<file path="src/sv/olie_pkg.sv">
// Package for the ordered list engine: opcodes, status codes, FSM states
// and the control struct broadcast to the cell chain. No dependencies.
`timescale 1ns / 1ps

package olie_pkg;

  typedef enum logic [2:0] {
    OP_INSERT       = 3'd0,
    OP_REMOVE_AT    = 3'd1,
    OP_READ_AT      = 3'd2,
    OP_PUSH_BACK    = 3'd3,
    OP_POP_BACK     = 3'd4,
    OP_REMOVE_MATCH = 3'd5
  } op_t;

  typedef enum logic [1:0] {
    ST_OK       = 2'd0,
    ST_ERR      = 2'd1,
    ST_NOTFOUND = 2'd2
  } status_t;

  typedef enum logic [1:0] {
    S_IDLE,
    S_SCAN,
    S_APPLY
  } state_t;

  typedef enum logic [1:0] {
    CM_HOLD,
    CM_INSERT,
    CM_REMOVE,
    CM_MATCH
  } cell_mode_t;

  typedef struct packed {
    cell_mode_t mode;
    logic       scan_load;
    logic       scan_step;
    logic       match_scan;
  } cell_ctl_t;

endpackage

</file>
<file path="src/sv/olie_cell.sv">
// One list cell: holds one entry and its scan word, shifts with neighbors.
// Depends on olie_pkg.
`timescale 1ns / 1ps

module olie_cell #(
  parameter int unsigned K  = 0,
  parameter int unsigned EW = 32,
  parameter int unsigned PW = 7
) (
  input  logic                clk,
  input  olie_pkg::cell_ctl_t ctl,
  input  logic [PW-1:0]       tgt,
  input  logic [PW-1:0]       cnt,
  input  logic [EW-1:0]       key,
  input  logic [EW-1:0]       left_entry,
  input  logic [EW-1:0]       right_entry,
  input  logic                right_sfx,
  input  logic                nb_flag,
  input  logic [EW-1:0]       nb_data,
  output logic [EW-1:0]       entry_r,
  output logic                sflag_r,
  output logic [EW-1:0]       sdata_r
);

  localparam logic [PW-1:0] IDX = PW'(K);

  logic [EW-1:0] entry_nxt;
  logic          sflag_nxt;
  logic [EW-1:0] sdata_nxt;

  always_comb begin
    entry_nxt = entry_r;
    unique case (ctl.mode)
      olie_pkg::CM_INSERT: begin
        if (IDX == tgt) begin
          entry_nxt = key;
        end else if (IDX > tgt && IDX <= cnt) begin
          entry_nxt = left_entry;
        end
      end
      olie_pkg::CM_REMOVE: begin
        if (IDX >= tgt) begin
          entry_nxt = right_entry;
        end
      end
      olie_pkg::CM_MATCH: begin
        if (!right_sfx) begin
          entry_nxt = right_entry;
        end
      end
      olie_pkg::CM_HOLD: begin
        entry_nxt = entry_r;
      end
      default: begin
        entry_nxt = entry_r;
      end
    endcase
  end

  // suffix OR scan: load, then fold in the neighbor 2^step cells above
  always_comb begin
    sflag_nxt = sflag_r;
    sdata_nxt = sdata_r;
    priority if (ctl.scan_load) begin
      if (ctl.match_scan) begin
        sflag_nxt = (entry_r == key) && (IDX < cnt);
        sdata_nxt = '0;
      end else begin
        sflag_nxt = (IDX == tgt);
        sdata_nxt = (IDX == tgt) ? entry_r : '0;
      end
    end else if (ctl.scan_step) begin
      sflag_nxt = sflag_r | nb_flag;
      sdata_nxt = sdata_r | nb_data;
    end
  end

  always_ff @(posedge clk) begin
    entry_r <= entry_nxt;
    sflag_r <= sflag_nxt;
    sdata_r <= sdata_nxt;
  end

endmodule

</file>
<file path="config.mk">
export PLATFORM = sky130hd
export DESIGN_NAME = olie_cell
export DESIGN_NICKNAME = d
export VERILOG_FILES = /design/src/sv/olie_pkg.sv /design/src/sv/olie_cell.sv
export SDC_FILE = /design/constraint.sdc
export NUM_CORES = 1
export LEC_CHECK = 0
export BUFFER_PORTS_ARGS = -buffer_cell sky130_fd_sc_hd__buf_4
export CAP_MARGIN = 20
export CORE_MARGIN = 5
export CORE_UTILIZATION = 41
export CTS_BUF_LIST = sky130_fd_sc_hd__clkbuf_4
export CTS_CLUSTER_SIZE = 16
export DETAILED_ROUTE_END_ITERATION = 10
export PLACE_DENSITY = 0.85
export REMOVE_ABC_BUFFERS = 1
export SLEW_MARGIN = 5
export SYNTH_ARGS = -nofsm -noshare
export SYNTH_HDL_FRONTEND = slang
export SYNTH_SLANG_ARGS = --single-unit
</file>
<file path="constraint.sdc">
create_clock -name clk -period 4.1 [get_ports clk]
set_clock_uncertainty 0.05 [all_clocks]
set_input_delay 0.82 -clock clk [delete_from_list [all_inputs] [get_ports clk]]
set_output_delay 0.82 -clock clk [all_outputs]
set_load 0.02 [all_outputs]
</file>
Yosys cells after proc, flatten, opt, wreduce, memory -nomap -nowiden

Cells that the tools add are included.
Widths: inputs -> output; s select.

Multiply operators: 0
Magnitude comparators: 4
Reduce and logical (&&, ||, !) cells: 6
Bitwise gates (word level): 3
Shift-type cells: 0
Mux-type cells: 12
Add/subtract/negate cells: 0
Equality and inequality tests: 7
Div/mod/pow operators: 0

Operators with widths:

| cell               | count |
|---|---|
| $mux 32            | 8 |
| $pmux 32 s3        | 1 |
| $eq 32x32->1       | 1 |
| $or 32x32->32      | 1 |
| $ge 1x7->1 const A | 1 |
| $gt 1x7->1 const A | 1 |
| $le 1x7->1 const A | 1 |
| $logic_not 7->1    | 1 |
| $lt 1x7->1 const A | 1 |
| $eq 2x2->1 const B | 2 |
| $ne 2x2->1 const B | 2 |
| $reduce_and 4->1   | 1 |
| $mux 1             | 3 |
| $ne 3x3->1 const B | 1 |
| $eq 2x1->1 const B | 1 |
| $logic_and 1x1->1  | 2 |
| $logic_not 2->1    | 1 |
| $reduce_bool 2->1  | 1 |
| $not 1->1          | 1 |
| $or 1x1->1         | 1 |

Memories: 0
Latch bits: 0
Bits in writable memories: 0
Flip-flop bits (word level): 65
Bits in read-only memories: 0

Longest topological paths before layout

Depth in word-level cells: 5
Depth in mapped cells: 6

Least setup slack after synthesis

OpenSTA, ideal clock, no wires.

Path type: input to register
Start point: input port tgt[1]
End point: register entry_r[0] (enable)
Path slack: 0.087 ns
Arrival: 3.498 ns
Data required time: 3.584 ns
Library setup time: 0.466 ns
Stages on the path: 3
Path through: nor4_4 nand3_1 o21ai_0

Longest elaborated chain between the ends: 4

Ends and longest elaborated chain:

| what                         | RTL line        | text |
|---|---|---|
| start: declaration           | olie_cell.sv:12 | `input logic [PW-1:0] tgt,` |
| $gt 1x7->1                   | olie_cell.sv:37 | `end else if (IDX > tgt && IDX <= cnt) begin` |
| $logic_and 1x1->1            | olie_cell.sv:37 |  |
| $ne 3x3->1 (no line)         | --              |  |
| $reduce_and 4->1 (no line) * | --              |  |
| end signal: assignment       | olie_cell.sv:79 | `entry_r <= entry_nxt;` |
| end: declaration             | olie_cell.sv:20 | `output logic [EW-1:0] entry_r,` |

Every way passes the cells marked *; elsewhere a longest branch is shown, timed or not.
A chain may end at the register's enable or synchronous reset.

Worst setup path in the final report

Start point: input port tgt[1]
End point: register entry_r[7] (enable)

The elaborated chain is that of the path after synthesis.

==> results.yml <==
sta:
  setup_violations: 0
  worst_pin_slew_ns: 0.857
  maxSlewViolCount: 0
  holdWs_ns: 0.608
  timing.final.crit_share: 0.604
  period_minus_slack_ns: 2.48
  fmax_mhz: 404
  final.setup.tns_ns: 0
  relSlewSlack: 0.429
  grt_setup_unrepaired: "no"
  hold_viol_final: 0
critical_path:
  cp.arrival_ns: 2.51
  rrSetupSlack_ns: 2.48
  cp_cell_sequence: "buf_4 > nor4_4 > nand2_2 > mux2i_1 > nand2_1 > o21ai_4 > buf_16"
  r2r_cells: 5
  endpoint_kind: "flip-flop"
  start_kind: "primary input"
  cp_max_fo: 18
  cpMaxStageDelayCell: "nand2_2"
  max_stage_delay_ns: 0.35
  worstReg2RegEnd: "sflag_r"
  criticalPathCategory: "in -> reg"
  r2r_start: "entry_r[14]"
  cp_data_required_time_ns: 4.13
global_routing:
  grt_pass1_wl_um: 18000
  first_global_vias: 3636
  gr-usage-all-layers: 0.203
  grt_max_degree: 68
  antenna_found_initial: 0
  overflow: 0
drt:
  routed_wl_um: 11500
  via_per_inst: 5.08
  highest_layer: "met4"
  m1WireLength_um: 4390
  wl_per_cell_um: 16.7
  wl_met3_um: 1110
  drt_pass1_iterations: 4
  wl_met2_um: 5830
  drc: 0
  drtIter0Drc: 106
  via_count: 3489
  antenna_left: 0
logic_synthesis:
  synth-xor-area-share: 0.0774
  synthSimpleGateAreaFrac: 0.170
  synth_top_family_by_area: "simple AND/OR/NAND/NOR gates"
  ys_seq_area_frac: 0.539
  syn_area_mm2: 0.00362
  synth_cell_types: 19
  avgSynthCellArea_um2: 9.87
  ys_warn_count: 0
  synthCells: 367
  synth_seq_cells: 65
  synth_compound_area_frac: 0.0950
  synthAdderAreaFrac: 0
  synthMuxAreaShare: 0.0912
floorplan:
  die_w_um: 104
  rows: 34
  top_level_ports: 215
  initial_utilization: 0.417
  die_h_um: 104
  core-area_mm2: 0.00868
  die_area_mm2: 0.0108
power_and_ir_drop:
  p_leak_nw: 2.54
  power_density_mw_per_mm2: 293
  finalPower_mw: 1.59
  ir_drop_v: 0.000131
clock_tree:
  cts_resized: 0
  cts_hold_buf: 0
  insertion_delay_ns: 0.38
  cts_sinks: 65
  cts_tree: "done"
  post_cts_buffers: 0
  htreeDepth: 3
  cts.path.max_buffers: 2
  clockRootBuffer: "clkbuf_4"
  clk_pin_slew_ns: 0.11
  cts_made_buffers: 9
min_path:
  worstHoldEndpoint: "sdata_r[22]"
  hold_class: "reg -> reg"
  hold_path_startpoint: "entry_r[22]"
  min_path_cells: 2
cells_and_area:
  syn2layout_area_growth_pct: 49.6
  layout_commonest_cell: "buf_4"
  fin_nets: 724
  final_cell_mix: "215 x buf_4, 96 x nor2_1, 65 x edfxtp_1"
  num_antenna_cells: 0
  drive_above_1_share: 0.409
placed_design:
  place.gp.congestion: 0.859
  dp_hpwl_um: 8780
  port_buffers: 214
outcome:
  run_status: "complete, no violations"
run:
  max_cap_viol_count: 0
==> worst max-delay path by stage <==
stage	start	to	slack, ns
6_report	tgt[1]	entry_r[7]	1.62
2_1_floorplan	tgt[1]	entry_r[0]	0.09
5_1_grt	tgt[1]	entry_r[20]	1.53
3_5_place_dp	tgt[1]	entry_r[8]	1.21
3_3_place_gp	tgt[1]	entry_r[0]	1.29
4_1_cts	tgt[1]	entry_r[11]	1.63
==> synth_stat cells, drive strengths merged <==
library cell,count,area share
or2,1,0.0017
buf,6,0.013
clkbuf,14,0.015
xor2,4,0.0097
o21ai,33,0.046
nor3,4,0.0055
nand3,2,0.0028
nor2,96,0.099
nand4,7,0.012
mux2i,33,0.091
xnor2,28,0.068
edfxtp,65,0.54
nand2,35,0.037
nor4,4,0.011
o21a,1,0.0024
a21oi,34,0.047
==> critical path, delay by kind of cell <==
kind,cells,cell delay (ns)
muxes,1,0.25
buffers and inverters,2,0.35
AOI/OAI and AO/OA,1,0.32
and+or+nand+nor,3,0.77
==> layout make-up <==
class	instances	area (um^2)
timing repair buffer	216	1640
fill	739	3260
tap	108	135
sequential	65	1950
clock inverter	4	20.0
clock buffer	12	90.1
multi-input combinational	282	1580
==> cells by family (layout without fill, tap and decap cells) <==
family | after synthesis | count (layout)
flops | 65 | 65
xor+xnor | 32 | 32
mux | 33 | 33
compound gates | 68 | 68
buf+inv | 20 | 232
simple gates | 149 | 149
==> registers in the layout, summed over array words and instances (netlist names) <==
register and flops:
sdata_r 32, sflag_r 1, entry_r 32
==> metal layers <==
metal,vias to the layer above,global-route usage
li1,1697,-
met1,1574,0.228
met2,202,0.364
met3,16,0.0627
met4,0,0.0648
met5,-,0
==> where the power goes <==
group | internal (mW) | switching, mW | total [mW] | leakage [nW]
Sequential | 0.791 | 0.0360 | 0.827 | 0.643
Clock | 0.142 | 0.212 | 0.354 | 0.0708
Combinational | 0.208 | 0.200 | 0.408 | 1.83
Total | 1.14 | 0.449 | 1.59 | 2.54
==> stage by stage <==
step	std cells	setup slack, ns	utilization	cell area (um^2)
floorplan	347	0.0866	-	3520
global placement	670	1.29	0.609	5280
detailed placement	670	1.21	0.609	5280
CTS	686	1.63	0.621	5390
global route	687	1.53	0.624	5420
finish	687	1.62	0.624	5420
No activity file was read; power rests on OpenSTA's default activity.
