File: src/sv/olie_pkg.sv
// Package for the ordered list engine: opcodes, status codes, FSM states
// and the control struct broadcast to the cell chain. No dependencies.
`timescale 1ns / 1ps

package olie_pkg;

  typedef enum logic [2:0] {
    OP_INSERT       = 3'd0,
    OP_REMOVE_AT    = 3'd1,
    OP_READ_AT      = 3'd2,
    OP_PUSH_BACK    = 3'd3,
    OP_POP_BACK     = 3'd4,
    OP_REMOVE_MATCH = 3'd5
  } op_t;

  typedef enum logic [1:0] {
    ST_OK       = 2'd0,
    ST_ERR      = 2'd1,
    ST_NOTFOUND = 2'd2
  } status_t;

  typedef enum logic [1:0] {
    S_IDLE,
    S_SCAN,
    S_APPLY
  } state_t;

  typedef enum logic [1:0] {
    CM_HOLD,
    CM_INSERT,
    CM_REMOVE,
    CM_MATCH
  } cell_mode_t;

  typedef struct packed {
    cell_mode_t mode;
    logic       scan_load;
    logic       scan_step;
    logic       match_scan;
  } cell_ctl_t;

endpackage

File: src/sv/olie_ctrl.sv
// Sequencer for the ordered list engine: count, request latch, scan steps,
// result registers and the per-cycle command to the cell chain. Uses olie_pkg.
`timescale 1ns / 1ps

module olie_ctrl #(
  parameter int unsigned CAPACITY      = 64,
  parameter int unsigned ELEMENT_WIDTH = 32
) (
  input  logic                               clk,
  input  logic                               rst_n,
  input  logic                               start,
  input  logic [2:0]                         in_opcode,
  input  logic [6:0]                         in_position,
  input  logic [31:0]                        in_value,
  input  logic                               found,
  input  logic [ELEMENT_WIDTH-1:0]           found_data,
  output logic                               busy,
  output logic [((CAPACITY > 2) ? $clog2($clog2(CAPACITY)) : 1) - 1:0] step,
  output olie_pkg::cell_ctl_t                ctl,
  output logic [((($clog2(CAPACITY+1)) > 7) ? $clog2(CAPACITY+1) : 7) - 1:0] tgt,
  output logic [((($clog2(CAPACITY+1)) > 7) ? $clog2(CAPACITY+1) : 7) - 1:0] cnt,
  output logic [ELEMENT_WIDTH-1:0]           key,
  output logic                               out_valid,
  output logic [31:0]                        out_result_value,
  output logic [1:0]                         out_status,
  output logic [6:0]                         out_length
);

  localparam int unsigned EW    = ELEMENT_WIDTH;
  localparam int unsigned CW    = $clog2(CAPACITY + 1);
  localparam int unsigned PW    = (CW > 7) ? CW : 7;
  localparam int unsigned STEPS = $clog2(CAPACITY);
  localparam int unsigned SW    = (CAPACITY > 2) ? $clog2(STEPS) : 1;
  localparam logic [PW-1:0] CAP_EXT = PW'(CAPACITY);

  olie_pkg::state_t  state_r, state_nxt;
  logic [SW-1:0]     step_r, step_nxt;
  logic [CW-1:0]     cnt_r, cnt_nxt;
  olie_pkg::op_t     op_r;
  logic [6:0]        pos_r;
  logic [EW-1:0]     val_r;
  logic              ov_r, ov_nxt;
  logic [31:0]       res_r, res_nxt;
  olie_pkg::status_t st_r, st_nxt;
  logic [6:0]        len_r;

  logic [PW-1:0]     cnt_ext;
  logic [PW-1:0]     pos_ext;
  olie_pkg::op_t     op_in;

  assign cnt_ext = PW'(cnt_r);
  assign pos_ext = PW'(pos_r);
  assign op_in   = olie_pkg::op_t'(in_opcode);

  always_ff @(posedge clk) begin
    if (!rst_n) begin
      state_r <= olie_pkg::S_IDLE;
      step_r  <= '0;
      cnt_r   <= '0;
      ov_r    <= 1'b0;
    end else begin
      state_r <= state_nxt;
      step_r  <= step_nxt;
      cnt_r   <= cnt_nxt;
      ov_r    <= ov_nxt;
    end
  end

  always_ff @(posedge clk) begin
    if (state_r == olie_pkg::S_IDLE && start) begin
      op_r  <= op_in;
      pos_r <= in_position;
      val_r <= EW'(in_value);
    end
    if (state_r == olie_pkg::S_APPLY) begin
      res_r <= res_nxt;
      st_r  <= st_nxt;
      len_r <= 7'(cnt_nxt);
    end
  end

  always_comb begin
    state_nxt = state_r;
    step_nxt  = step_r;
    cnt_nxt   = cnt_r;
    ov_nxt    = 1'b0;
    res_nxt   = '0;
    st_nxt    = olie_pkg::ST_ERR;
    ctl       = '{mode: olie_pkg::CM_HOLD, scan_load: 1'b0, scan_step: 1'b0,
                  match_scan: 1'b0};
    tgt       = pos_ext;
    key       = val_r;
    unique case (state_r)
      olie_pkg::S_IDLE: begin
        key = EW'(in_value);
        tgt = (op_in == olie_pkg::OP_POP_BACK) ? (cnt_ext - PW'(1)) : PW'(in_position);
        if (start) begin
          ctl.scan_load  = 1'b1;
          ctl.match_scan = (op_in == olie_pkg::OP_REMOVE_MATCH);
          state_nxt      = olie_pkg::S_SCAN;
          step_nxt       = '0;
        end
      end
      olie_pkg::S_SCAN: begin
        ctl.scan_step = 1'b1;
        if (step_r == SW'(STEPS - 1)) begin
          state_nxt = olie_pkg::S_APPLY;
        end else begin
          step_nxt = step_r + SW'(1);
        end
      end
      olie_pkg::S_APPLY: begin
        state_nxt = olie_pkg::S_IDLE;
        ov_nxt    = 1'b1;
        unique case (op_r)
          olie_pkg::OP_INSERT: begin
            if (pos_ext <= cnt_ext && cnt_ext < CAP_EXT) begin
              ctl.mode = olie_pkg::CM_INSERT;
              tgt      = pos_ext;
              cnt_nxt  = cnt_r + CW'(1);
              st_nxt   = olie_pkg::ST_OK;
            end
          end
          olie_pkg::OP_PUSH_BACK: begin
            if (cnt_ext < CAP_EXT) begin
              ctl.mode = olie_pkg::CM_INSERT;
              tgt      = cnt_ext;
              cnt_nxt  = cnt_r + CW'(1);
              st_nxt   = olie_pkg::ST_OK;
            end
          end
          olie_pkg::OP_REMOVE_AT: begin
            if (pos_ext < cnt_ext) begin
              ctl.mode = olie_pkg::CM_REMOVE;
              tgt      = pos_ext;
              cnt_nxt  = cnt_r - CW'(1);
              res_nxt  = 32'(found_data);
              st_nxt   = olie_pkg::ST_OK;
            end
          end
          olie_pkg::OP_READ_AT: begin
            if (pos_ext < cnt_ext) begin
              res_nxt = 32'(found_data);
              st_nxt  = olie_pkg::ST_OK;
            end
          end
          olie_pkg::OP_POP_BACK: begin
            if (cnt_r != '0) begin
              cnt_nxt = cnt_r - CW'(1);
              res_nxt = 32'(found_data);
              st_nxt  = olie_pkg::ST_OK;
            end
          end
          olie_pkg::OP_REMOVE_MATCH: begin
            if (found) begin
              ctl.mode = olie_pkg::CM_MATCH;
              cnt_nxt  = cnt_r - CW'(1);
              res_nxt  = 32'(val_r);
              st_nxt   = olie_pkg::ST_OK;
            end else begin
              st_nxt = olie_pkg::ST_NOTFOUND;
            end
          end
          default: begin
            st_nxt = olie_pkg::ST_ERR;
          end
        endcase
      end
      default: begin
        state_nxt = olie_pkg::S_IDLE;
      end
    endcase
  end

  assign busy             = (state_r != olie_pkg::S_IDLE);
  assign step             = step_r;
  assign cnt              = cnt_ext;
  assign out_valid        = ov_r;
  assign out_result_value = res_r;
  assign out_status       = st_r;
  assign out_length       = len_r;

endmodule

File: config.mk
export PLATFORM = sky130hd
export DESIGN_NAME = olie_ctrl
export DESIGN_NICKNAME = d
export VERILOG_FILES = /design/src/sv/olie_pkg.sv /design/src/sv/olie_ctrl.sv
export SDC_FILE = /design/constraint.sdc
export NUM_CORES = 1
export LEC_CHECK = 0
export BUFFER_PORTS_ARGS = -buffer_cell sky130_fd_sc_hd__buf_2
export CORE_AREA = 2 2 158 129
export CTS_CLUSTER_DIAMETER = 150
export CTS_CLUSTER_SIZE = 40
export DETAILED_ROUTE_END_ITERATION = 16
export DIE_AREA = 0 0 160 131
export PLACE_DENSITY = 0.52
export RECOVER_POWER = 25
export SYNTH_ARGS = -nofsm -noshare
export SYNTH_HDL_FRONTEND = slang
export SYNTH_SLANG_ARGS = --single-unit
File: constraint.sdc
create_clock -name clk -period 3.38 [get_ports clk]
set_input_delay 0.338 -clock clk [delete_from_list [all_inputs] [get_ports clk]]
set_output_delay 0.338 -clock clk [all_outputs]
set_load 0.1 [all_outputs]
# After elaboration in Yosys (flattened, before gate mapping)
# Index checks and enable logic that the tools add are counted.
totals:
  in_bits: 78
  wordCells: 79
  out_inout_bits: 97
  ff_bits: 96
classes:
  order_cmp: 3
  n_reduce_logical: 10
  n_eq_ne: 13
  n_mux: 40
  addsub: 3
op_table:
  columns: ["cell", "count"]
  rows:
  - ["$mux W32", 4]
  - ["$pmux W32 S3", 1]
  - ["$mux W7", 9]
  - ["$pmux W7 S5", 1]
  - ["$eq A3 B3 Y1 const B", 5]
  - ["$pmux W7 S2", 1]
  - ["$mux W1", 12]
  - ["$mux W2", 6]
  - ["$pmux W2 S5", 1]
  - ["$pmux W2 S4", 1]
  - ["$add A7 B1 Y7 const B", 1]
  - ["$le A7 B7 Y1", 1]
  - ["$lt A7 B7 Y1", 1]
  - ["$lt A7 B7 Y1 const B", 1]
  - ["$reduce_bool A7 Y1", 1]
  - ["$sub A7 B1 Y7 const B", 1]
  - ["$eq A3 B2 Y1 const B", 2]
  - ["$mux W3", 2]
  - ["$ne A2 B2 Y1 const B", 3]
  - ["$pmux W3 S2", 1]
  - ["$pmux W2 S2", 1]
  - ["$reduce_bool A2 Y1", 2]
  - ["$add A3 B1 Y3 const B", 1]
  - ["$eq A3 B1 Y1 const B", 1]
  - ["other kinds (8)", 9]

# Logic depth before layout (Yosys ltp)
depth:
  depth_word: 5
  ltp_mapped: 10
  depth_no_buf: 8

# Worst setup path after synthesis
# No wires, ideal clock.
synth_path:
  path_kind: "register -> output"
  from: "reg state_r[0]"
  to: "out ctl[0] in the netlist's numbering"
  t_arrival_ns: 3.632
  t_required_ns: 3.042
  stages_incl_launch_ff: 5
  slack_ns: -0.590
  path_cell_list: "dfxtp_1 > buf_2 > nor2_1 > and2_1 > and4b_1"
synth_rtl:
  columns: ["element", "line_no", "rtl"]
  rows:
  - ["from (decl)", "olie_ctrl.sv:36", "olie_pkg::state_t state_r, state_nxt;"]
  - ["from (signal assigned)", "olie_ctrl.sv:57", "state_r <= olie_pkg::S_IDLE;"]
  - ["from (signal assigned)", "olie_ctrl.sv:62", "state_r <= state_nxt;"]
  - ["to (decl)", "olie_ctrl.sv:19", "output olie_pkg::cell_ctl_t ctl,"]

==> results.md <==
- Synth Instances: 389
- Max-cap violations: 0
- Placeable Area: ~0.019 mm2
- Cts repair resizes: 0
- Cell Area, Synth: between 0.004 and 0.005 mm2
- Vias in the first global route: about 3800
- Starting Density: approximately 25%
- Total grt overflow: 0
- Clock sinks: 96
- Die Y: 131 um
- Top post-synthesis cells by area: edfxtp_1, mux2_2, a22o_1, dfxtp_1, ha_1
- Die ar.: 0.02096 mm2
- Worst Hold Class: primary input to register
- VDD IR max: 0.0002311 V
- Slew Limit Fails: 0
- Crit path kind: register to output pin
- Critical Path End Type: output pin
- Via Count: between 3000 and 4000
- Clk_skew: around 0.0073 ns
- Cts hold-fix bufs: 0
- Avg Cell Area, Syn: 12.29 um2
- Clock transition at path regs: ~0.080 ns
- Clock Latency Late Sink: approximately 0.35 ns
- CP required: 3.04 ns
- NumNets Final: approximately 660
- Final Cycle Share: roughly nine tenths
- Post-Route Setup TNS: 0 ns
- Unique masters post-synth: between 50 and 60
- Postcts setup bufs: 0
- CTS root buffer: clkbuf_16
- Io pins: around 180
- Site row count: 46
- Hold Fails Final Rpt: 0
- FF+latch count, synth: 96
- CTS buffer count: 9
- WL/cell: approximately 17 um
- Final ANT Viol Nets: 0
- First-pass GRT wire length: around 21 mm
- DR iter-0 viols: 268
- Dpl hpwl: about 10 mm
- Final Power: about 0.0030 W
- Port Buf Inserts: ~170
- Synth warn: 0
- Max transition margin: about a fifth
- EDFF count, synth: 83
- Crit-path max FO: 10
- Main flop type after synthesis: edfxtp_1
- Most common cell after layout, fill and taps aside: buf_2
- H-tree lvl count: 3
- RSZ-0062 raised after global routing: false
- Die X-Extent: roughly 160 um
- PwrDens: 483.9 mW/mm2
- Static leakage: between 2 and 2.5 nW
- Vias per inst: approximately 4.6
- Syn nets: a little under 500
- Seq/Total Area, Yosys: 57.58%
- Number of diodes: 0
- Share of cells above drive strength 1: a little over a third
- Area delta synth->final: 31.67%
- Setup crit start kind: register
- RePlAce Congestion: 0.8624
- WP data arrival: between 2 and 3 ns
- Pin count of the biggest net entering global routing: 33
- Share of the synthesized area in the top cell type: a little over half
- DRC violations left: 0
- Status: completed
- Grt met2 use: 21.98%
- Grt met1 use: roughly 16%
- Synth area leader: edfxtp_1
- Initial antenna violation count: 0
- Most Used Layer, Global Route: met2
- Most frequent cells in the layout: buf_2, edfxtp_1, clkbuf_1, a22o_1, mux2_2
- Post-synth ARST share: 0%
- GRT Util Overall: about an eighth
- CTS tree: yes
- Min Clock Period, post-route: approximately 3.0 ns
- Fraction of met3 tracks used by global routing: between 5 and 6%
- CTS Buffer Depth: 2
- Setup Viol. Count Final: 0
- FMAX: approximately 330 MHz
- Slew at the pin closest to its max-slew limit: 1.200 ns
- Total wire length: about 14 mm
- 1st-pass router iterations: 5
==> logic make-up (layout without fill, tap and decap cells) <==
logic type	Yosys count	after routing	share of synthesized area, %
simple gates	104	104	11.25
compound gates	97	97	14.60
flops	96	96	57.58
mux	35	35	8.166
buf+inv	35	214	3.271
fa+ha+maj	14	14	3.664
xor+xnor	8	8	1.466
==> layout make-up <==
class / instances / area (um2)
fill: 2042 / 13160
sequential: 96 / 2753
multi-input combinational: 258 / 1917
timing repair buffer: 185 / 955.9
tap: 264 / 330.3
clock buffer: 9 / 225.2
clock inverter: 7 / 65.06
inverter: 13 / 48.80
==> power breakdown <==
group | total, W | internal [W] | switching (W) | leakage, nW
Clock | 0.00102 | 0.000515 | 0.000504 | 0.137
Combinational | 0.000672 | 0.000151 | 0.000521 | 1.41
Sequential | 0.00135 | 0.00132 | 0.0000303 | 0.900
==> cell usage after synthesis, types with 10 or more instances <==
library cell and instances:
dfxtp_1 13, o21ai_1 11, a31oi_1 10, nor2_1 23, o21ai_0 10, edfxtp_1 83
ha_1 14, nand2_1 23, inv_1 11, nand3_1 10, mux2_2 32, a22o_1 32
a21oi_1 11, buf_2 11
==> flip-flops by register name, indices dropped and copies added, names as in the netlist <==
register and cells:
out_result_value 32, val_r 32, cnt 7, out_length 7, pos_ext 7, op_r 3, step 3, out_status 2
state_r 2, out_valid 1
==> worst max-delay path, stage by stage (launching register included) <==
cell and delay, ns:
dfxtp_1 0.57, inv_1 0.18, ha_1 0.36, a21oi_1 0.21, a21o_1 0.23, a21o_1 0.20
and2_0 0.17, nor2_1 0.08, nor2_4 0.12, buf_12 0.18
==> stage by stage <==
stage / cells / utilization (%) / area (um2) / setup slack (ns) / hold slack [ns]
2_1_floorplan: 389 / - / 4811 / 0.02709 / 0.4369
3_3_place_gp: 816 / 31.16 / 6062 / 0.7662 / 0.4725
3_5_place_dp: 816 / 31.16 / 6062 / 0.7792 / 0.4797
4_1_cts: 832 / 32.65 / 6352 / 0.3577 / 0.1468
5_1_grt: 832 / 32.36 / 6295 / 0.2426 / 0.1432
6_report: 832 / 32.36 / 6295 / 0.3877 / 0.1659
==> routing by layer <==
layer	vias up	share of wire, %
li1	1844	-
met1	1812	42
met2	188	49
met3	13	8.3
met4	0	0.85
met5	-	0
==> final timing paths <==
check                             from  slack, ns  cells past startpoint                             end
setup reg to reg     cnt[2]$_SDFF_PN0_       0.75                      9  out_result_value[31]$_DFFE_PP_
setup / recovery     cnt[2]$_SDFF_PN0_       0.39                      9                          ctl[3]
hold / removal             in_value[4]       0.17                      1              val_r[4]$_DFFE_PP_
hold reg to reg   step[2]$_SDFFE_PN0P_       0.49                      2         state_r[1]$_SDFFE_PN0P_
(Power assumes the default switching activity.)
